File: config.mk
export PLATFORM = sky130hd
export DESIGN_NAME = vyp_back
export DESIGN_NICKNAME = d
export VERILOG_FILES = /design/src/hw/rtl/vyp_pkg.sv /design/src/hw/rtl/vyp_back.sv
export SDC_FILE = /design/constraint.sdc
export NUM_CORES = 1
export LEC_CHECK = 0
export BUFFER_PORTS_ARGS = -buffer_cell sky130_fd_sc_hd__buf_4
export CAP_MARGIN = 5
export CORE_AREA = 2 2 107 109
export DETAILED_ROUTE_END_ITERATION = 6
export DIE_AREA = 0 0 109 111
export GPL_TIMING_DRIVEN = 0
export PLACE_DENSITY = 0.83
export SYNTH_ARGS = -nofsm -noshare
export SYNTH_HDL_FRONTEND = slang
export SYNTH_SLANG_ARGS = --single-unit
File: constraint.sdc
create_clock -name clk -period 2.7 [get_ports clk]
set_input_delay 0.405 -clock clk [delete_from_list [all_inputs] [get_ports clk]]
set_output_delay 0.405 -clock clk [all_outputs]
set_load 0.01 [all_outputs]
File: src/hw/rtl/vyp_pkg.sv
// Shared types, widths and constants for the vector to yaw/pitch converter.
// Holds the arctangent table of the CORDIC cells; depends on nothing.
`default_nettype none

package vyp_pkg;

	localparam int CORDIC_STAGES = 16;
	localparam int STAGE_W       = $clog2(CORDIC_STAGES);

	localparam int VEC_W   = 16;
	localparam int PITCH_W = 17;
	localparam int YAW_W   = 16;
	localparam int IN_W    = ((3 * VEC_W + 7) / 8) * 8;
	localparam int OUT_W   = ((PITCH_W + YAW_W + 7) / 8) * 8;

	localparam int SQ_W       = 2 * VEC_W - 1;
	localparam int SUM_W      = SQ_W + 1;
	localparam int ROOT_W     = 31;
	localparam int REM_W      = 32;
	localparam int SQRT_STEPS = ROOT_W;

	localparam int XW          = 35;
	localparam int AW          = 34;
	localparam int ACC_FRAC    = 23;
	localparam int ANG_FRAC    = 16;
	localparam int RND_W       = AW - ANG_FRAC;
	localparam int YAW_SHIFT   = 16;
	localparam int PITCH_SHIFT = 15;

	localparam logic signed [AW-1:0] HALF_ACC = AW'(180 * (1 << ACC_FRAC));
	localparam logic signed [AW-1:0] RND_HALF = AW'(1 << (ANG_FRAC - 1));

	localparam logic signed [RND_W-1:0] FULL_TURN   = RND_W'(46080);
	localparam logic signed [RND_W-1:0] QUARTER     = RND_W'(11520);
	localparam logic signed [RND_W-1:0] NEG_QUARTER = -QUARTER;
	localparam logic signed [RND_W-1:0] VERT_DOWN   = RND_W'(34560);

	typedef struct packed {
		logic                    vertical;
		logic                    z_pos;
		logic                    yaw_neg;
		logic signed [XW-1:0]    yx;
		logic signed [XW-1:0]    yy;
		logic signed [VEC_W-1:0] z;
	} carry_t;

	typedef struct packed {
		logic [SUM_W-1:0]  bits;
		logic [REM_W-1:0]  rem;
		logic [ROOT_W-1:0] root;
	} sqrt_t;

	typedef struct packed {
		logic signed [XW-1:0] x;
		logic signed [XW-1:0] y;
		logic signed [AW-1:0] acc;
	} rot_t;

	typedef struct packed {
		logic vertical;
		logic z_pos;
		rot_t yaw;
		rot_t pitch;
	} cord_t;

	typedef struct packed {
		logic [YAW_W-1:0]          yaw;
		logic signed [PITCH_W-1:0] pitch;
	} res_t;

	// atan(2^-i) in units of 2^-23 degree
	function automatic logic signed [AW-1:0] atan_unit(input int i);
		logic signed [AW-1:0] v;
		case (i)
			0:       v = AW'(377487360);
			1:       v = AW'(222843801);
			2:       v = AW'(117744544);
			3:       v = AW'(59768969);
			4:       v = AW'(30000467);
			5:       v = AW'(15014858);
			6:       v = AW'(7509261);
			7:       v = AW'(3754860);
			8:       v = AW'(1877459);
			9:       v = AW'(938733);
			10:      v = AW'(469367);
			11:      v = AW'(234683);
			12:      v = AW'(117342);
			13:      v = AW'(58671);
			14:      v = AW'(29335);
			15:      v = AW'(14668);
			16:      v = AW'(7334);
			17:      v = AW'(3667);
			18:      v = AW'(1833);
			19:      v = AW'(917);
			20:      v = AW'(458);
			21:      v = AW'(229);
			22:      v = AW'(115);
			23:      v = AW'(57);
			default: v = '0;
		endcase
		return v;
	endfunction

endpackage

`default_nettype wire

File: src/hw/rtl/vyp_back.sv
// Output end: rounding, yaw wrap, pitch clamp, vertical override, and the
// output register with a skid entry that sets the pipeline advance. Depends on vyp_pkg.
`default_nettype none

module vyp_back (
	input  wire                    clk,
	input  wire                    arst_n,
	input  wire                    in_vld,
	input  wire vyp_pkg::cord_t    in_rot,
	output logic                   adv,
	input  wire                    out_ready,
	output logic                   out_valid,
	output vyp_pkg::res_t          out_res
);
	import vyp_pkg::*;

	logic signed [AW-1:0]    yaw_sum;
	logic signed [AW-1:0]    pitch_sum;
	logic signed [RND_W-1:0] yaw_w;
	logic signed [RND_W-1:0] pitch_c;
	res_t                    res;
	logic                    take;

	logic                    vld_s1;
	logic signed [RND_W-1:0] yaw_s1;
	logic signed [RND_W-1:0] pitch_s1;
	logic                    vert_s1;
	logic                    zpos_s1;

	logic out_vld_q;
	logic skid_vld_q;
	res_t out_q;
	res_t skid_q;

	assign yaw_sum   = in_rot.yaw.acc + RND_HALF;
	assign pitch_sum = in_rot.pitch.acc + RND_HALF;
	assign adv       = !skid_vld_q;
	assign take      = out_ready || !out_vld_q;

	always_comb begin
		yaw_w = yaw_s1;
		if (yaw_s1[RND_W-1]) begin
			yaw_w = yaw_s1 + FULL_TURN;
		end else if (yaw_s1 >= FULL_TURN) begin
			yaw_w = yaw_s1 - FULL_TURN;
		end
		pitch_c = pitch_s1;
		if (pitch_s1 > QUARTER) begin
			pitch_c = QUARTER;
		end else if (pitch_s1 < NEG_QUARTER) begin
			pitch_c = NEG_QUARTER;
		end
		if (vert_s1) begin
			res.yaw   = '0;
			res.pitch = zpos_s1 ? QUARTER[PITCH_W-1:0] : VERT_DOWN[PITCH_W-1:0];
		end else begin
			res.yaw   = yaw_w[YAW_W-1:0];
			res.pitch = pitch_c[PITCH_W-1:0];
		end
	end

	always_ff @(posedge clk or negedge arst_n) begin
		if (!arst_n) begin
			vld_s1     <= 1'b0;
			out_vld_q  <= 1'b0;
			skid_vld_q <= 1'b0;
		end else begin
			if (adv) begin
				vld_s1 <= in_vld;
			end
			if (take) begin
				out_vld_q  <= skid_vld_q || (adv && vld_s1);
				skid_vld_q <= 1'b0;
			end else if (adv && vld_s1) begin
				skid_vld_q <= 1'b1;
			end
		end
	end

	always_ff @(posedge clk) begin
		if (adv) begin
			yaw_s1   <= yaw_sum[AW-1:ANG_FRAC];
			pitch_s1 <= pitch_sum[AW-1:ANG_FRAC];
			vert_s1  <= in_rot.vertical;
			zpos_s1  <= in_rot.z_pos;
		end
		if (take) begin
			out_q <= skid_vld_q ? skid_q : res;
		end else if (adv) begin
			skid_q <= res;
		end
	end

	assign out_valid = out_vld_q;
	assign out_res   = out_q;

endmodule

`default_nettype wire

==> run summary <==
### Critical path
- simple AND/OR/NAND/NOR gates — delay-heaviest family, CP
- register — startpoint kind of the worst setup timing path
- inv_1, ha_1, or4b_4, nor4_4, a21oi_1, or4_1, nand3_1 — sequence of cells on the critical path
- or4b_4 — master of the slowest instance on the critical path
- 0.50 ns — Max stage delay on crit path
- 2.88 ns — required time of the worst setup path
- 2.67 ns — data arrival time of the critical path
- 1 — worst path bufs/invs
- 6 — worst-path fanout max
- register — type of destination of the critical path
- reg -> reg — type of the setup path with the least slack

### Timing
- 0.910 ns — worst slew pin tran
- 0.236 ns — tightest hold margin
- 0 — Final Slew Violations
- 402 MHz — fmax
- 0.00982 ns — Final Skew
- 39.3% — remaining max-slew budget at the tightest pin
- 0 — final hold violation count
- 92.1% — portion of the clock cycle consumed by the worst path in the final layout
- 0 — setup-violating endpoint count in the final report
- 0 ns — final setup TNS
- 2.49 ns — time the final worst path needs with I/O delays and setup
- false — setup repair after global routing missed its margin

### Yosys
- 9.30% — synthesized-area fraction occupied by ao, oa, aoi and oai cells
- 359 — number of standard cells after synthesis
- 578 — Synthesized Nets
- 2.80% — share of synthesized registers carrying an async set or reset
- simple AND/OR/NAND/NOR gates — dominant combinational cell family by area after synthesis
- 66.6% — sequential element share of the synthesized area
- 13.4 sq um — average cell area after synthesis
- edfxtp_1, xnor2_1, nand2_1, xor2_1, a22o_1 — top area cells in the synthesized netlist
- edfxtp_1 — most frequent cell after synthesis
- edfxtp_1 — cell taking the most area after synthesis
- 0.00480 sq mm — Mapped Area
- 55 — unique cell type count in the Yosys netlist
- 6.75% — area share of xor/xnor cells in the synthesized design
- edfxtp_1, nand2_1, xnor2_1 — Commonest cells post-synth
- 104 — Post-synth EDFFs
- 1.30% — Post-Synth Adder-Cell Area
- 107 — synthesized flop and latch total
- 65.0% — fraction of synthesized cell area taken by the top area cell type
- edfxtp_1 — dominant register cell in the synthesized netlist
- 0.234% — portion of netlist area occupied by mux cells
- 14.0% — post-synthesis share of cell area spent on and, or, nand and nor gates
- 0 — warnings from Yosys

### Pwr
- 0.00110 W — Switching Power
- 0.00309 W — internal portion of total power
- 0.00418 W — Power Total
- 2.21 nW — Leakage Power
- 26.2% — switching power as a share of total power
- 709 mW/mm^2 — ratio of total power to cell area
- 0.342 mV — maximum VDD drop
- 17.4% — part of the total power dissipated in combinational logic
- 28.4% — proportion of power drawn by the clock network
- 54.2% — part of the total power dissipated in sequential elements

### Run
- 0 — Max-Cap Viols

### GRT
- 17.2% — total global-route track usage
- 0 — total congestion overflow after global routing
- 15.7 mm — global-route wire length before repair
- 46 — maximum number of pins on one net before global-route repair
- 0 — number of antenna violations at the first check in global routing
- 3167 — via count of the first global-routing pass

### Clock network
- 2 — buffer depth of the longest clock path
- clkbuf_16 — clock root buffer
- 0 — number of setup buffers added after CTS
- 0.07 ns — post-CTS clock slew at the launch and capture registers of the worst setup and hold paths
- 107 — number of clock sinks
- 9 — TritonCTS Buffers
- 0.34 ns — later-pin clock latency in the skew report
- done — CTS tree
- 3 — Clock H-tree levels

### Detailed routing
- 5.38 — routed vias/inst
- 162 — violation count after the first detailed-routing iteration
- 0 — # DRC
- 10.2 mm — Routed WL
- 0 — Antenna Nets Post-Route
- 4 — 1st-pass router iterations
- 3216 — via count
- 17.0 microns — per-cell routed wire length

### Layout
- 53.3% — final core occ
- 23.3% — layout cells sized above 1
- 0 — Diodes inserted
- 903 — number of filler cells placed in the layout
- 670 — net count reported at finish
- 0.00590 sq mm — post-layout instance area
- 22.9% — Synth-to-Final Area Change

### Outcome
- complete, no violations — outcome

### Floorplan
- 0.0111 sq mm — core area
- 0.0121 sq mm — area enclosed by the die boundary
- 43.4% — Initial Util
- 109 microns — horizontal die dimension
- 39 — number of placement rows
- 111 microns — floorplan die height
- 249 — num ports

### Place
- 7.10 mm — HPWL after DPL
- 0.00559 sq mm — placement-stage cell area
- 78 — IO buf count
- 0.903 — routability cong.

### Hold path
- in -> reg — HP Class

## what timing repair did
item	in CTS	in global routing
setup endpoints to repair	0	2
hold endpoints to repair	3	0
hold buffers	1	0
resized for setup	0	1
## cells in the final DEF (no fill, tap or decap), types with 3 or more instances in the layout
cell type  count
inv_1         11
nand4_1       10
a21o_1         3
clkbuf_16      9
o21ai_0        9
nor2_1        17
dfrtp_1        3
and4_1         4
nand2b_1      11
ha_1           5
xnor2_1       25
nand3_1       12
buf_4         78
xor2_1        12
clkbuf_1       8
a2bb2oi_1      3
or3_1          3
o21ai_1       13
nand2_1       36
nor2b_1        3
edfxtp_1     104
and3_1         6
a22o_1        10
a211oi_1       3
a21oi_1        9
## cells by family after synthesis
group / after synthesis
fa+ha+maj: 5
buf+inv: 23
xor+xnor: 37
compound gates: 65
mux: 1
simple gates: 121
flops: 107
## per-stage QoR
stage,setup WS (ns),instances
global route,0.112,598
floorplan,0.170,359
finish,0.213,598
detailed placement,0.164,581
global placement,-0.894,580
CTS,0.218,597
## power by group through the flow
stage | Combinational (W) | Clock [W] | Sequential (W)
finish | 0.000728 | 0.00119 | 0.00227
global route | 0.000799 | 0.00125 | 0.00229
CTS | 0.000719 | 0.00119 | 0.00227
detailed placement | 0.000712 | 0 | 0.00230
global placement | 0.000677 | 0 | 0.00230
floorplan | 0.000336 | 0 | 0.00231
## sequential cells by signal, indices dropped and copies added (netlist names)
name / cells
out_res: 33
skid_q: 33
pitch_s1: 18
yaw_s1: 18
out_valid: 1
skid_vld_q: 1
vert_s1: 1
vld_s1: 1
zpos_s1: 1
## final timing paths
kind | to | depth (start not counted) | slack, ns | startpoint
worst max-delay path | skid_q[28]$_DFFE_PP_ | 7 | 0.21 | yaw_s1[11]$_DFFE_PN_
worst min-delay path | zpos_s1$_DFFE_PN_ | 1 | 0.24 | in_rot[208]
worst max register to register | skid_q[28]$_DFFE_PP_ | 7 | 0.21 | yaw_s1[11]$_DFFE_PN_
worst min register to register | out_valid$_DFFE_PN0N_ | 2 | 0.50 | vld_s1$_DFFE_PN0N_
max in group asynchronous | vld_s1$_DFFE_PN0N_ | 2 | 2.20 | arst_n
min in group asynchronous | out_valid$_DFFE_PN0N_ | 2 | 0.40 | arst_n
## layer usage
metal	track usage [%]	part of all wire [%]	vias up
met5	0	0	-
met4	5.64	1.6	0
met3	4.06	6.5	14
met2	29.5	52	128
met1	21.1	40	1534
li1	-	-	1540
## area by class of cell
class / instances / area [sq um] / share of cell area (%)
multi-input cells: 229 / 1530 / 25.9
plain buffers: 10 / 38.8 / 0.657
clock buffers: 9 / 225 / 3.82
well taps: 143 / 179 / 3.03
repair buffers: 81 / 643 / 10.9
flip-flops and latches: 107 / 3200 / 54.2
inverters: 13 / 48.8 / 0.827
clock inverters: 6 / 41.3 / 0.700
(Power assumes the default switching activity.)
