[config.mk]
export PLATFORM = sky130hd
export DESIGN_NAME = vyp_cordic_cell
export DESIGN_NICKNAME = d
export VERILOG_FILES = /design/src/hw/rtl/vyp_pkg.sv /design/src/hw/rtl/vyp_cordic_cell.sv
export SDC_FILE = /design/constraint.sdc
export NUM_CORES = 1
export LEC_CHECK = 0
export BUFFER_PORTS_ARGS = -buffer_cell sky130_fd_sc_hd__buf_2
export CORE_MARGIN = 2
export CORE_UTILIZATION = 60
export CTS_BUF_LIST = sky130_fd_sc_hd__clkbuf_4
export CTS_CLUSTER_SIZE = 8
export DETAILED_ROUTE_END_ITERATION = 6
export PLACE_DENSITY = 0.94
export SYNTH_ARGS = -nofsm -noshare
export SYNTH_HDL_FRONTEND = slang
export SYNTH_SLANG_ARGS = --single-unit
[constraint.sdc]
create_clock -name clk -period 0.8 [get_ports clk]
set_input_delay 0.2 -clock clk [delete_from_list [all_inputs] [get_ports clk]]
set_output_delay 0.2 -clock clk [all_outputs]
set_load 0.01 [all_outputs]
[src/hw/rtl/vyp_pkg.sv]
// Shared types, widths and constants for the vector to yaw/pitch converter.
// Holds the arctangent table of the CORDIC cells; depends on nothing.
`default_nettype none

package vyp_pkg;

	localparam int CORDIC_STAGES = 16;
	localparam int STAGE_W       = $clog2(CORDIC_STAGES);

	localparam int VEC_W   = 16;
	localparam int PITCH_W = 17;
	localparam int YAW_W   = 16;
	localparam int IN_W    = ((3 * VEC_W + 7) / 8) * 8;
	localparam int OUT_W   = ((PITCH_W + YAW_W + 7) / 8) * 8;

	localparam int SQ_W       = 2 * VEC_W - 1;
	localparam int SUM_W      = SQ_W + 1;
	localparam int ROOT_W     = 31;
	localparam int REM_W      = 32;
	localparam int SQRT_STEPS = ROOT_W;

	localparam int XW          = 35;
	localparam int AW          = 34;
	localparam int ACC_FRAC    = 23;
	localparam int ANG_FRAC    = 16;
	localparam int RND_W       = AW - ANG_FRAC;
	localparam int YAW_SHIFT   = 16;
	localparam int PITCH_SHIFT = 15;

	localparam logic signed [AW-1:0] HALF_ACC = AW'(180 * (1 << ACC_FRAC));
	localparam logic signed [AW-1:0] RND_HALF = AW'(1 << (ANG_FRAC - 1));

	localparam logic signed [RND_W-1:0] FULL_TURN   = RND_W'(46080);
	localparam logic signed [RND_W-1:0] QUARTER     = RND_W'(11520);
	localparam logic signed [RND_W-1:0] NEG_QUARTER = -QUARTER;
	localparam logic signed [RND_W-1:0] VERT_DOWN   = RND_W'(34560);

	typedef struct packed {
		logic                    vertical;
		logic                    z_pos;
		logic                    yaw_neg;
		logic signed [XW-1:0]    yx;
		logic signed [XW-1:0]    yy;
		logic signed [VEC_W-1:0] z;
	} carry_t;

	typedef struct packed {
		logic [SUM_W-1:0]  bits;
		logic [REM_W-1:0]  rem;
		logic [ROOT_W-1:0] root;
	} sqrt_t;

	typedef struct packed {
		logic signed [XW-1:0] x;
		logic signed [XW-1:0] y;
		logic signed [AW-1:0] acc;
	} rot_t;

	typedef struct packed {
		logic vertical;
		logic z_pos;
		rot_t yaw;
		rot_t pitch;
	} cord_t;

	typedef struct packed {
		logic [YAW_W-1:0]          yaw;
		logic signed [PITCH_W-1:0] pitch;
	} res_t;

	// atan(2^-i) in units of 2^-23 degree
	function automatic logic signed [AW-1:0] atan_unit(input int i);
		logic signed [AW-1:0] v;
		case (i)
			0:       v = AW'(377487360);
			1:       v = AW'(222843801);
			2:       v = AW'(117744544);
			3:       v = AW'(59768969);
			4:       v = AW'(30000467);
			5:       v = AW'(15014858);
			6:       v = AW'(7509261);
			7:       v = AW'(3754860);
			8:       v = AW'(1877459);
			9:       v = AW'(938733);
			10:      v = AW'(469367);
			11:      v = AW'(234683);
			12:      v = AW'(117342);
			13:      v = AW'(58671);
			14:      v = AW'(29335);
			15:      v = AW'(14668);
			16:      v = AW'(7334);
			17:      v = AW'(3667);
			18:      v = AW'(1833);
			19:      v = AW'(917);
			20:      v = AW'(458);
			21:      v = AW'(229);
			22:      v = AW'(115);
			23:      v = AW'(57);
			default: v = '0;
		endcase
		return v;
	endfunction

endpackage

`default_nettype wire

[src/hw/rtl/vyp_cordic_cell.sv]
// One CORDIC vectoring cell: a micro-rotation of the yaw and the pitch vector
// at the same shift, then a register. Depends on vyp_pkg.
`default_nettype none

module vyp_cordic_cell (
	input  wire                               clk,
	input  wire                               arst_n,
	input  wire                               adv,
	input  wire [vyp_pkg::STAGE_W-1:0]        shift,
	input  wire signed [vyp_pkg::AW-1:0]      angle,
	input  wire                               in_vld,
	input  wire vyp_pkg::cord_t               in_rot,
	output logic                              out_vld,
	output vyp_pkg::cord_t                    out_rot
);
	import vyp_pkg::*;

	function automatic rot_t rotate(input rot_t r, input logic [STAGE_W-1:0] sh,
		input logic signed [AW-1:0] ang);
		logic signed [XW-1:0] x;
		logic signed [XW-1:0] y;
		logic signed [XW-1:0] dx;
		logic signed [XW-1:0] dy;
		logic signed [AW-1:0] a;
		rot_t                 o;
		x  = r.x;
		y  = r.y;
		a  = r.acc;
		dx = y >>> sh;
		dy = x >>> sh;
		if (!y[XW-1] && (y != '0)) begin
			o.x   = x + dx;
			o.y   = y - dy;
			o.acc = a + ang;
		end else begin
			o.x   = x - dx;
			o.y   = y + dy;
			o.acc = a - ang;
		end
		return o;
	endfunction

	cord_t rot_d;
	logic  vld_q;
	cord_t rot_q;

	always_comb begin
		rot_d.vertical = in_rot.vertical;
		rot_d.z_pos    = in_rot.z_pos;
		rot_d.yaw      = rotate(in_rot.yaw, shift, angle);
		rot_d.pitch    = rotate(in_rot.pitch, shift, angle);
	end

	always_ff @(posedge clk or negedge arst_n) begin
		if (!arst_n) begin
			vld_q <= 1'b0;
		end else if (adv) begin
			vld_q <= in_vld;
		end
	end

	always_ff @(posedge clk) begin
		if (adv) begin
			rot_q <= rot_d;
		end
	end

	assign out_vld = vld_q;
	assign out_rot = rot_q;

endmodule

`default_nettype wire

==> results_dict.tcl, run 1 <==
set metrics [dict create \
    grt.overflow.total 3563 \
    clock_path_buffers 3 \
    yosys.area.top_type "edfxtp_1" \
    post_synth_instance_area_mm2 0.0285 \
    ys_top_cells_by_count "nand2_1 (308), a21oi_1 (265), nor2_1 (262)" \
    synth.top_cell.area_share_pct 22.2 \
    grt_max_degree 50 \
    globalplace.congestion 1.13 \
    synth_cell_types 97 \
    row_count 79 \
    die_w_um 222 \
    die_h_um 222 \
    haltStage "global routing" \
    root_buffer "clkbuf_4" \
    ys_warn_count 0 \
    post-dp-hpwl_mm 119 \
    synth_area_leaders "edfxtp_1 (22%), mux4_2 (12%), ha_1 (9.2%), xnor2_1 (6.6%), a21oi_1 (4.7%)" \
    synth.most_common_cell "nand2_1" \
    grt_pass1_vias 54700 \
    synthCells 3115 \
    port-buffer-count 462 \
    error_line "[ERROR GRT-0116] Global routing finished with congestion. Check the congestion regions in the DRC Viewer." \
    syn_area_per_cell_um2 9.14 \
    io_pins 463 \
    start_util_pct 61.0 \
    h-tree-depth 2 \
    grt_pass1_wl_mm 386 \
    synth_top_flop_cell "edfxtp_1" \
    async_flop_share_pct 0.474 \
    status "stopped before the end" \
    synth_fp_nets 3582 \
    synth_edf_count 210 \
    globalRouteTotalUtil_pct 102 \
    synth-seq-cells 211 \
    clock-sinks 211 \
    synth_seq_area_share_pct 22.2 \
    cts_buffers 57 \
]
==> cell families after synthesis <==
family                     share of synthesized area, %
AOI/OAI and AO/OA                                  19.6
xor gates and xnor gates                           11.0
adders and majority gates                          9.61
buffers and inverters                              3.57
DFF                                                22.2
muxes                                              18.3
and+or+nand+nor                                    15.7
==> layer usage <==
layer	overflow	GRT usage [%]
met5	18	66.2
met4	871	113
met3	135	86.8
met2	2405	123
met1	134	92.2
==> through the flow <==
step | std cells | setup slack (ns) | cell area, µm² | util, % | setup TNS, ns
after floorplan | 3115 | -4.66 | 29900 | - | -642.08
after global placement | 5274 | -4.53 | 41300 | 88.4 | -748.00
after detailed placement | 5274 | -5.03 | 41300 | 88.4 | -819.99
after CTS | 5482 | -3.61 | 44800 | 96.0 | -703.69
==> timing repair <==
| item | in CTS |
|---|---|
| pin swaps | 159 |
| buffers inserted | 102 |
| gates resized for setup | 391 |
| endpoints found under the setup margin | 418 |
| hold buffers | 9 |
| cloned | 8 |
| endpoints found under the hold margin | 177 |
==> run 2, diff against run 1 <==
--- a/config.mk
+++ b/config.mk
@@ -7,11 +7,9 @@
 export LEC_CHECK = 0
 export BUFFER_PORTS_ARGS = -buffer_cell sky130_fd_sc_hd__buf_2
 export CORE_MARGIN = 2
-export CORE_UTILIZATION = 60
-export CTS_BUF_LIST = sky130_fd_sc_hd__clkbuf_4
-export CTS_CLUSTER_SIZE = 8
+export CORE_UTILIZATION = 40
 export DETAILED_ROUTE_END_ITERATION = 6
-export PLACE_DENSITY = 0.94
+export PLACE_DENSITY_LB_ADDON = 0.15
 export SYNTH_ARGS = -nofsm -noshare
 export SYNTH_HDL_FRONTEND = slang
 export SYNTH_SLANG_ARGS = --single-unit
==> results_dict.tcl, run 2 <==
set metrics [dict create \
    power_density_mw_per_mm2 1690 \
    synth_area_leaders "edfxtp_1 (22%), mux4_2 (12%), ha_1 (9.2%), xnor2_1 (6.6%), a21oi_1 (4.7%)" \
    async_flop_share_pct 0.474 \
    cpMostUsedCell "buf_4" \
    maxCapViolations 0 \
    die_w_um 271 \
    drive_above_1_share_pct 52.2 \
    path_cells "buf_8 -> buf_4 -> buf_4 -> mux4_2 -> mux2i_1 -> nand4_1 -> a21boi_2 -> nand2b_4 -> buf_4 -> nor3_4 -> buf_4 -> and2_1 -> nor2_1 -> xor2_1 -> buf_4 -> ha_1 -> and3_4 -> and3_4 -> o21ai_2 -> o21ai_4 -> a41oi_2 -> o31ai_2 -> a31oi_1 -> xnor2_1" \
    timing.setup.critical_path_class "primary input to flop" \
    drt_wl_total_mm 119 \
    remaining_drc_errors 0 \
    top_layer "met5" \
    finalWorstSetupSlack_ns -3.80 \
    hold_class "primary input to flop" \
    wl_per_cell_um 20.4 \
    fmax_ghz 0.218 \
    slew_violations 0 \
    drt_iter0_markers 2322 \
    ys_top_cells_by_count "nand2_1 (308), a21oi_1 (265), nor2_1 (262)" \
    synth-seq-cells 211 \
    clock_path_buffers 3 \
    coreArea_mm2 0.0703 \
    grt_max_degree 36 \
    grt_pass1_wl_mm 179 \
    final_common_cell "buf_4" \
    port-buffer-count 462 \
    synthCells 3115 \
    layoutNonFillerInstCount 5858 \
    grt_antenna_before_repair 10 \
    synth.top_cell.area_share_pct 22.2 \
    setup_viol 417 \
    hold_viol_final 2 \
    die_area_mm2 0.0733 \
    final_cell_mix "buf_4 (1339), buf_2 (449), nand2_1 (285)" \
    vias 32300 \
    syn_area_per_cell_um2 9.14 \
    cp_slowest_cell "mux4_2" \
    place_inst 5709 \
    met2_length_mm 56.3 \
    max_stage_delay_ns 0.58 \
    critical_path_required_ns 1.11 \
    synth_edf_count 210 \
    cts_buffers 26 \
    cts_tree "yes" \
    start_util_pct 40.5 \
    relSlewSlack_pct 52.9 \
    finalPower_mw 77.6 \
    ys_warn_count 0 \
    syn_to_final_growth_pct 61.2 \
    cts.clk_slew.worst_paths_ns 0.06 \
    synth_cell_types 97 \
    worstPathArrival_ns 4.91 \
    pre_cts_slack_ns -4.88 \
    total_leakage_power_nw 20.8 \
    path_buf_inv 6 \
    grt.overflow.total 0 \
    status "finished, violations left" \
    violations "negative hold slack, negative setup slack" \
    post_dp_cell_area_mm2 0.0425 \
    clock_latency_ns 0.57 \
    fin_crit_ns 4.60 \
    wl_met1_mm 50.6 \
    crit_fanout 4 \
    die_h_um 271 \
    cp-end-kind "flop" \
    met3WireLength_mm 7.64 \
    synth_seq_area_share_pct 22.2 \
    post_synth_instance_area_mm2 0.0285 \
    viasPerCell 5.51 \
    firstDrtPassIters 6 \
    grt_pass1_vias 31700 \
    synth_fp_nets 3582 \
    ant_nets 0 \
    final_cell_area_mm2 0.0459 \
    globalplace.congestion 1.01 \
    largest_reg_flops 210 \
    hold_ws_ns -0.0827 \
    h-tree-depth 1 \
    num-nets-final 5357 \
    synth_top_flop_cell "edfxtp_1" \
    synth.most_common_cell "nand2_1" \
    worst_slew_pin_slew_ns 0.704 \
    post-dp-hpwl_mm 96.4 \
    peakVddDrop_uv 1960 \
    critPathLaunchType "primary input" \
    finClkSkew_ns 0 \
    io_pins 463 \
    clock-sinks 211 \
    yosys.area.top_type "edfxtp_1" \
    root_buffer "clkbuf_16" \
    hold_buffers 5 \
    n_fill_cell 5945 \
    path_delay_family "compound AO/OA/AOI/OAI gates" \
    row_count 97 \
    period_share_pct 575 \
    fin_util_pct 65.3 \
    rsz0062_at_grt "yes" \
    globalRouteTotalUtil_pct 31.0 \
]
-- run 2: what timing repair did --
| action | in CTS | in global routing |
|---|---|---|
| endpoints found under the setup margin | 417 | 417 |
| gates cloned | 6 | 2 |
| pin swaps | 100 | 102 |
| buffers inserted | 37 | 48 |
| endpoints found under the hold margin | 6 | 2 |
| gates resized for setup | 209 | 159 |
-- run 2: per-layer routing --
| layer | track usage (%) | vias to the layer above |
|---|---|---|
| li1 | - | 15400 |
| met1 | 40.8 | 15300 |
| met2 | 52.2 | 1274 |
| met3 | 3.83 | 258 |
| met4 | 11.1 | 4 |
| met5 | 0 | - |
-- run 2: per-stage QoR --
| stage | hold slack (ns) | setup TNS [ns] |
|---|---|---|
| floorplan | -0.0956 | -642.08 |
| CTS | -0.130 | -665.89 |
| global route | -0.0860 | -702.33 |
| finish | -0.0827 | -666.70 |
| global placement | -0.0260 | -759.62 |
| detailed placement | -0.0229 | -770.88 |
-- run 2: layout make-up --
cell class              count  area, µm²  area share [%]
well taps                 940       1180            2.56
repair buffers           1880      13800            30.0
inverters                  68        260           0.567
diodes                      8       20.0          0.0436
multi-input cells        2703      23400            51.1
clock inverters            12        166           0.363
flip-flops and latches    211       6330            13.8
clock buffers              36        719            1.57
-- run 2: cell families after synthesis --
group	synth area share, %
flops	22.2
simple gates	15.7
buf+inv	3.57
fa+ha+maj	9.61
xor+xnor	11.0
compound gates	19.6
mux	18.3
-- run 2: worst paths after layout --
path                             start           end  slack, ns  cells after the start
min reg2reg                    out_vld       out_vld       0.50                      1
min                        in_rot[104]  out_rot[104]      -0.08                      2
max                           shift[1]  out_rot[103]      -3.80                     24
min in group asynchronous       arst_n       out_vld       0.45                      3
max in group asynchronous       arst_n       out_vld       0.24                      3
max reg2reg                    out_vld       out_vld       0.07                      1
-- run 2: report_power, final --
group          leakage (nW)  total [mW]  switching, mW  internal (mW)
logic                  18.3        48.0           23.6           24.4
clock network         0.425        12.5           4.97           7.54
registers              2.07        17.0          0.686           16.3
total                  20.8        77.6           29.3           48.3
No activity file was read; power rests on OpenSTA's default activity.
