File: config.mk
export PLATFORM = sky130hd
export DESIGN_NAME = vyp_front
export DESIGN_NICKNAME = d
export VERILOG_FILES = /design/src/hw/rtl/vyp_pkg.sv /design/src/hw/rtl/vyp_front.sv
export SDC_FILE = /design/constraint.sdc
export NUM_CORES = 1
export LEC_CHECK = 0
export BUFFER_PORTS_ARGS = -buffer_cell sky130_fd_sc_hd__buf_2
export CELL_PAD_IN_SITES_DETAIL_PLACEMENT = 0
export CELL_PAD_IN_SITES_GLOBAL_PLACEMENT = 1
export CORE_MARGIN = 3
export CORE_UTILIZATION = 45
export CTS_CLUSTER_DIAMETER = 50
export CTS_CLUSTER_SIZE = 14
export DETAILED_ROUTE_END_ITERATION = 8
export GPL_ROUTABILITY_DRIVEN = 0
export MAX_ROUTING_LAYER = met4
export PLACE_DENSITY = 0.78
export SYNTH_ARGS = -nofsm -noshare
export SYNTH_HDL_FRONTEND = slang
export SYNTH_SLANG_ARGS = --single-unit
File: constraint.sdc
create_clock -name clk -period 3.75 [get_ports clk]
set_input_delay 0.375 -clock clk [delete_from_list [all_inputs] [get_ports clk]]
set_output_delay 0.375 -clock clk [all_outputs]
set_load 0.02 [all_outputs]
File: src/hw/rtl/vyp_pkg.sv
// Shared types, widths and constants for the vector to yaw/pitch converter.
// Holds the arctangent table of the CORDIC cells; depends on nothing.
`default_nettype none

package vyp_pkg;

	localparam int CORDIC_STAGES = 16;
	localparam int STAGE_W       = $clog2(CORDIC_STAGES);

	localparam int VEC_W   = 16;
	localparam int PITCH_W = 17;
	localparam int YAW_W   = 16;
	localparam int IN_W    = ((3 * VEC_W + 7) / 8) * 8;
	localparam int OUT_W   = ((PITCH_W + YAW_W + 7) / 8) * 8;

	localparam int SQ_W       = 2 * VEC_W - 1;
	localparam int SUM_W      = SQ_W + 1;
	localparam int ROOT_W     = 31;
	localparam int REM_W      = 32;
	localparam int SQRT_STEPS = ROOT_W;

	localparam int XW          = 35;
	localparam int AW          = 34;
	localparam int ACC_FRAC    = 23;
	localparam int ANG_FRAC    = 16;
	localparam int RND_W       = AW - ANG_FRAC;
	localparam int YAW_SHIFT   = 16;
	localparam int PITCH_SHIFT = 15;

	localparam logic signed [AW-1:0] HALF_ACC = AW'(180 * (1 << ACC_FRAC));
	localparam logic signed [AW-1:0] RND_HALF = AW'(1 << (ANG_FRAC - 1));

	localparam logic signed [RND_W-1:0] FULL_TURN   = RND_W'(46080);
	localparam logic signed [RND_W-1:0] QUARTER     = RND_W'(11520);
	localparam logic signed [RND_W-1:0] NEG_QUARTER = -QUARTER;
	localparam logic signed [RND_W-1:0] VERT_DOWN   = RND_W'(34560);

	typedef struct packed {
		logic                    vertical;
		logic                    z_pos;
		logic                    yaw_neg;
		logic signed [XW-1:0]    yx;
		logic signed [XW-1:0]    yy;
		logic signed [VEC_W-1:0] z;
	} carry_t;

	typedef struct packed {
		logic [SUM_W-1:0]  bits;
		logic [REM_W-1:0]  rem;
		logic [ROOT_W-1:0] root;
	} sqrt_t;

	typedef struct packed {
		logic signed [XW-1:0] x;
		logic signed [XW-1:0] y;
		logic signed [AW-1:0] acc;
	} rot_t;

	typedef struct packed {
		logic vertical;
		logic z_pos;
		rot_t yaw;
		rot_t pitch;
	} cord_t;

	typedef struct packed {
		logic [YAW_W-1:0]          yaw;
		logic signed [PITCH_W-1:0] pitch;
	} res_t;

	// atan(2^-i) in units of 2^-23 degree
	function automatic logic signed [AW-1:0] atan_unit(input int i);
		logic signed [AW-1:0] v;
		case (i)
			0:       v = AW'(377487360);
			1:       v = AW'(222843801);
			2:       v = AW'(117744544);
			3:       v = AW'(59768969);
			4:       v = AW'(30000467);
			5:       v = AW'(15014858);
			6:       v = AW'(7509261);
			7:       v = AW'(3754860);
			8:       v = AW'(1877459);
			9:       v = AW'(938733);
			10:      v = AW'(469367);
			11:      v = AW'(234683);
			12:      v = AW'(117342);
			13:      v = AW'(58671);
			14:      v = AW'(29335);
			15:      v = AW'(14668);
			16:      v = AW'(7334);
			17:      v = AW'(3667);
			18:      v = AW'(1833);
			19:      v = AW'(917);
			20:      v = AW'(458);
			21:      v = AW'(229);
			22:      v = AW'(115);
			23:      v = AW'(57);
			default: v = '0;
		endcase
		return v;
	endfunction

endpackage

`default_nettype wire

File: src/hw/rtl/vyp_front.sv
// Input stages: squares of x and y, their sum, and the yaw pre-rotation.
// Depends on vyp_pkg.
`default_nettype none

module vyp_front (
	input  wire                               clk,
	input  wire                               arst_n,
	input  wire                               adv,
	input  wire                               in_vld,
	input  wire signed [vyp_pkg::VEC_W-1:0]   vec_x,
	input  wire signed [vyp_pkg::VEC_W-1:0]   vec_y,
	input  wire signed [vyp_pkg::VEC_W-1:0]   vec_z,
	output logic                              out_vld,
	output vyp_pkg::carry_t                   out_carry,
	output vyp_pkg::sqrt_t                    out_sq
);
	import vyp_pkg::*;

	logic signed [2*VEC_W-1:0] prod_x;
	logic signed [2*VEC_W-1:0] prod_y;
	logic signed [VEC_W:0]     ext_x;
	logic signed [VEC_W:0]     ext_y;
	logic signed [VEC_W:0]     ax;
	logic signed [VEC_W:0]     ay;
	carry_t                    carry_d;

	logic              vld_s1;
	logic [SQ_W-1:0]   xsq_s1;
	logic [SQ_W-1:0]   ysq_s1;
	carry_t            carry_s1;
	logic              vld_s2;
	carry_t            carry_s2;
	sqrt_t             sq_s2;

	assign prod_x = vec_x * vec_x;
	assign prod_y = vec_y * vec_y;

	always_comb begin
		ext_x = {vec_x[VEC_W-1], vec_x};
		ext_y = {vec_y[VEC_W-1], vec_y};
		ax = vec_x[VEC_W-1] ? -ext_x : ext_x;
		ay = vec_x[VEC_W-1] ? -ext_y : ext_y;
		carry_d.vertical = (vec_x == '0) && (vec_y == '0);
		carry_d.z_pos    = !vec_z[VEC_W-1] && (vec_z != '0);
		carry_d.yaw_neg  = vec_x[VEC_W-1];
		carry_d.yx       = XW'(ax) <<< YAW_SHIFT;
		carry_d.yy       = XW'(ay) <<< YAW_SHIFT;
		carry_d.z        = vec_z;
	end

	always_ff @(posedge clk or negedge arst_n) begin
		if (!arst_n) begin
			vld_s1 <= 1'b0;
			vld_s2 <= 1'b0;
		end else if (adv) begin
			vld_s1 <= in_vld;
			vld_s2 <= vld_s1;
		end
	end

	always_ff @(posedge clk) begin
		if (adv) begin
			xsq_s1       <= prod_x[SQ_W-1:0];
			ysq_s1       <= prod_y[SQ_W-1:0];
			carry_s1     <= carry_d;
			carry_s2     <= carry_s1;
			sq_s2.bits   <= {1'b0, xsq_s1} + {1'b0, ysq_s1};
			sq_s2.rem    <= '0;
			sq_s2.root   <= '0;
		end
	end

	assign out_vld   = vld_s2;
	assign out_carry = carry_s2;
	assign out_sq    = sq_s2;

endmodule

`default_nettype wire

==> results of run 1 <==
-- registers in the layout (all words and copies together), names as in the netlist --
signal,cells
out_carry,53
carry_s1,51
out_sq,32
xsq_s1,30
ysq_s1,30
out_vld,1
vld_s1,1
-- final timing paths --
kind / cells after the start / endpoint / from / slack, ps
max: 22 / xsq_s1[30] / vec_x[4] / -1930
max in group asynchronous: 2 / vld_s1 / arst_n / 3460
min reg2reg: 0 / out_carry[13] / carry_s1[13] / 420
min in group asynchronous: 2 / out_vld / arst_n / 190
min: 1 / carry_s1[7] / vec_z[7] / 80
max reg2reg: 9 / out_sq[94] / ysq_s1[8] / 480
-- cell usage in the layout (no fill, tap or decap), types with 22 or more instances in the layout --
| master | n |
|---|---|
| nor2_1 | 93 |
| fa_1 | 440 |
| ha_4 | 30 |
| a21oi_1 | 31 |
| buf_2 | 109 |
| nand2_1 | 136 |
| and2_1 | 29 |
| inv_2 | 55 |
| inv_1 | 594 |
| o21ai_0 | 22 |
| buf_6 | 74 |
| edfxtp_1 | 196 |
| a21o_1 | 27 |
| buf_12 | 24 |
| conb_1 | 95 |
| nand2_2 | 25 |
| buf_4 | 394 |
| xnor2_1 | 99 |
| ha_1 | 173 |
-- cells in the mapped netlist (27+ instances only) --
library cell | n | area [µm²]
edfxtp_1 | 196 | 5886
clkbuf_1 | 49 | 183.9
fa_1 | 457 | 9149
ha_1 | 211 | 2640
a21oi_1 | 62 | 310.3
a21o_1 | 27 | 202.7
buf_4 | 99 | 743.2
nand2_1 | 180 | 675.7
o21ai_0 | 36 | 180.2
xnor2_1 | 112 | 980.9
and2_1 | 46 | 287.8
inv_1 | 652 | 2447
nor2_1 | 124 | 465.5
-- metrics by stage --
step / std cells / TNS [ps] / utilization, % / cell area, µm²
after floorplan: 2597 / -68800 / - / 27380
after global routing: 3844 / -66520 / 59.09 / 33580
final: 3844 / -60140 / 59.09 / 33580
after global placement: 3732 / -87200 / 53.97 / 30660
after detailed placement: 3732 / -90510 / 53.97 / 30660
after CTS: 3824 / -58540 / 57.76 / 32820
-- layer usage --
layer,part of all wire [%],wire [µm],vias to the layer above,GRT usage [%]
met5,0,0,-,-
met4,2.5,1506,0,6.112
met3,4.4,2665,87,2.427
met2,52,31360,384,36.06
met1,41,24910,9436,26.70
li1,-,-,8650,-
-- worst max-delay path, cell delays in order --
cell,delay [ps]
buf_12,110
buf_6,110
nand2_4,50
inv_2,30
fa_1,520
inv_2,50
fa_1,490
fa_1,550
inv_2,50
fa_1,490
fa_1,490
inv_1,50
fa_1,490
inv_2,50
ha_4,270
nand2_2,40
or3_4,360
or4_4,520
a211o_4,370
a31oi_4,180
nor4_2,70
a311oi_1,260
-- area by class of cell --
type / count / share of cell area [%]
Multi-Input combinational cell: 1579 / 54.94
Sequential cell: 198 / 17.68
Timing Repair Buffer: 616 / 15.00
Inverter: 663 / 7.624
Tap cell: 756 / 2.817
Clock buffer: 17 / 1.267
Clock inverter: 15 / 0.6745
-- cells by family (layout without fill, tap and decap cells) --
family	Yosys count	in the layout	synth area share, %
buf+inv	820	1311	13.26
fa+ha+maj	668	668	45.33
simple gates	444	444	7.645
compound gates	234	234	6.240
flops	198	198	22.82
xor+xnor	134	134	4.513
mux	4	4	0.1732
other cells	1	95	0.01442
-- timing repair --
| action | CTS | global route |
|---|---|---|
| endpoints found under the hold margin | 2 | 0 |
| gates resized for setup | 282 | 160 |
| endpoints found under the setup margin | 48 | 48 |
| pin swaps | 122 | 150 |
| buffers inserted | 64 | 30 |
| hold buffers | 1 | 0 |
==> run metrics, run 1 <==
status=finished, violations left; violated checks=setup timing; Clock transition at path regs=~90 ps; final wirelength=slightly above 60 mm; ant diodes=0; row count=between 80 and 90; Vias per Instance=4.828; Place WS=-2565 ps; Post-DP HPWL=49.85 mm; arrival time worst endpoint=5990 ps; HP Class=in2reg; die area=60,720 µm²; port bufs=between 100 and 150; final period utilization=151.4%; initial drt markers=between 900 and 1,000; clock latency on the worst-skew pair=around 490 ps; Core Area=roughly 57,000 µm²; syn avg cell area=between 10 and 15 µm²; fill count=approximately 4,700; CTS Sinks=between 150 and 200; detailed-route via count=18,560; Final Slew Violations=0; DRC=0; Setup violations, final=47; vias in the first global route=20,420; DRT Pass-1 Iters=5; setup ws final=-1929 ps; sequential cell area=5936 µm²; H-tree Lvls=4; initial antenna violation count=0; startpoint types=input port; largest net degree at the start of global routing=roughly 110; clock buffer depth=2; first-pass GRT wire length=98.46 mm; synthesis-to-layout area growth=29.10%; CTS tree=done; CP max FO=5; sequential fraction of the synthesis area=approximately 23%; GRT Total Usage=21.15%; starting density of the core=a little under half; relative slew slack=37.43%; DRT antenna net count=0; Multi-input gate area=between 15,000 and 20,000 µm²; share of cells above drive strength 1=31.74%; wire length per cell=15.72 µm; Tmin final=5679 ps; EDFF count, synth=between 150 and 200; Yosys reg bits=198; Die Y=about 250 µm; final hold vios=0; nets=3,795; RSZ-0062 raised after global routing=true; synth unique cells=67; critical path class=in2reg; Async SR Flop Fraction=under 10%; Yosys warnings=0; Synth Instances=between 2,000 and 3,000; predominant post-synthesis flop cell=edfxtp_1; maxcap violations=0; total CTS buffers=17; skew final=11.23 ps; die width=246.4 µm; hold_ws=around 82 ps; Slew @ Worst Pin=938.6 ps; WP data required=roughly 4000 ps; root buffer cell=clkbuf_16; # IOs=roughly 240; Critical Path End Type=flop; Post-Syn Area=between 20,000 and 30,000 µm²; gr ovfl total=0; Max Clk Rate=between 150 and 200 MHz
Power of run 1 is left out: the tool's default activity adds up to more than one toggle a clock period on the data nets, which glitch-free logic cannot reach.
==> inputs of run 2 (changes only) <==
--- a/config.mk
+++ b/config.mk
@@ -16,6 +16,7 @@
 export GPL_ROUTABILITY_DRIVEN = 0
 export MAX_ROUTING_LAYER = met4
 export PLACE_DENSITY = 0.78
+export SKIP_LAST_GASP = 1
 export SYNTH_ARGS = -nofsm -noshare
 export SYNTH_HDL_FRONTEND = slang
 export SYNTH_SLANG_ARGS = --single-unit
==> run 2 against run 1 <==
Compared with the run above:
- the run still ends with setup timing left
- worst setup slack gained 2.2 ps
- worst hold slack lost 1.5 ps
- sequential cell count is the same
- critical path depth is the same
- sequential share of layout area is essentially flat
- via count grew 0.17%
- critical endpoint unchanged
==> run metrics, run 2 (synthesis gave the netlist of run 1 again) <==
status=finished, violations left; violated checks=setup timing; most frequent cells in the layout=595 x inv_1, 440 x fa_1, 399 x buf_4; final period utilization=151.4%; CP max FO=5; synthesis-to-layout area growth=28.88%; Max Clk Rate=between 150 and 200 MHz; startpoint types=input port; vias in the first global route=between 20,000 and 25,000; final hold vios=0; Die Y=roughly 250 µm; Slew @ Worst Pin=955.6 ps; DRC=0; Critical Path End Type=flop; most common cell after layout, fill and taps aside=inv_1; gr ovfl total=0; ant diodes=0; Core Area=approximately 57,000 µm²; DRT antenna net count=0; row count=between 80 and 90; die area=a little over 60,000 µm²; clock latency on the worst-skew pair=between 400 and 500 ps; final wirelength=a little over 60 mm; WP data required=4060 ps; Tmin final=between 5000 and 6000 ps; Clock transition at path regs=approximately 90 ps; share of cells above drive strength 1=a little under a third; # IOs=around 240; Place WS=-2565 ps; setup ws final=-1927 ps; critical path class=in2reg; initial antenna violation count=0; Final Slew Violations=0; sequential cell area=~5900 µm²; initial drt markers=roughly 900; maxcap violations=0; starting density of the core=a little under half; port bufs=between 100 and 150; Vias per Instance=4.834; number of flip-flops in the largest register=between 50 and 60; die width=roughly 250 µm; Setup violations, final=47; largest net degree at the start of global routing=approximately 110; root buffer cell=clkbuf_16; hold_ws=80.14 ps; skew final=around 12 ps; Final Util=around three fifths; Multi-input gate area=18,400 µm²; total CTS buffers=17; H-tree Lvls=4; wire length per cell=15.71 µm; detailed-route via count=approximately 19,000; Post-DP HPWL=49.85 mm; nets=3,796; fill count=approximately 4,700; GRT Total Usage=21.13%; clock buffer depth=2; first-pass GRT wire length=98.38 mm; arrival time worst endpoint=5990 ps; DRT Pass-1 Iters=5; CTS tree=done; HP Class=in2reg; relative slew slack=a little over a third; Final TNS setup=-60,270 ps; RSZ-0062 raised after global routing=true; CTS Sinks=198
## run 2: through the flow
step / instance area, µm² / cells
2_1_floorplan: 27380 / 2597
3_3_place_gp: 30660 / 3732
3_5_place_dp: 30660 / 3732
4_1_cts: 32800 / 3824
5_1_grt: 33520 / 3845
6_report: 33520 / 3845
## run 2: final timing paths
kind                               from            end  slack (ps)  cells past startpoint
min in group asynchronous        arst_n        out_vld         190                      2
max reg2reg                   ysq_s1[8]     out_sq[94]         440                      9
max                            vec_x[4]     xsq_s1[30]       -1930                     22
max in group asynchronous        arst_n         vld_s1        3460                      2
min                            vec_z[7]    carry_s1[7]          80                      1
min reg2reg                carry_s1[13]  out_carry[13]         420                      0
## run 2: cell type report
cell class	instances	area share, %
multi-input cells	1579	54.90
flip-flops and latches	198	17.71
repair buffers	617	14.99
inverters	663	7.637
well taps	756	2.822
clock buffers	17	1.269
clock inverters	15	0.6756
## run 2: metal layers
metal	wire length [µm]	up-vias	share of wire, %	GRT usage, %
met5	0	-	0	-
met4	1525	0	2.5	6.112
met3	2459	94	4.1	2.427
met2	31280	386	52	36.04
met1	25130	9456	42	26.68
li1	-	8652	-	-
## run 2: timing repair
| action | 4_1_cts | 5_1_grt |
|---|---|---|
| setup endpoints to repair | 48 | 48 |
| endpoints found under the hold margin | 2 | 0 |
| buffers inserted | 64 | 31 |
| resized for setup | 278 | 150 |
| pin swaps | 122 | 151 |
| gates cloned | 0 | 0 |
| hold buffers | 1 | 0 |
## run 2: worst max-delay path, cell delays in order
cell	delay (ps)
buf_12	110
buf_6	110
nand2_4	50
inv_2	30
fa_1	520
inv_2	50
fa_1	490
fa_1	550
inv_2	50
fa_1	490
fa_1	490
inv_1	50
fa_1	490
inv_2	50
ha_4	270
nand2_2	40
or3_4	360
or4_4	520
a211o_4	370
a31oi_4	180
nor4_2	70
a311oi_1	260
Power of run 2 is left out for the same reason.
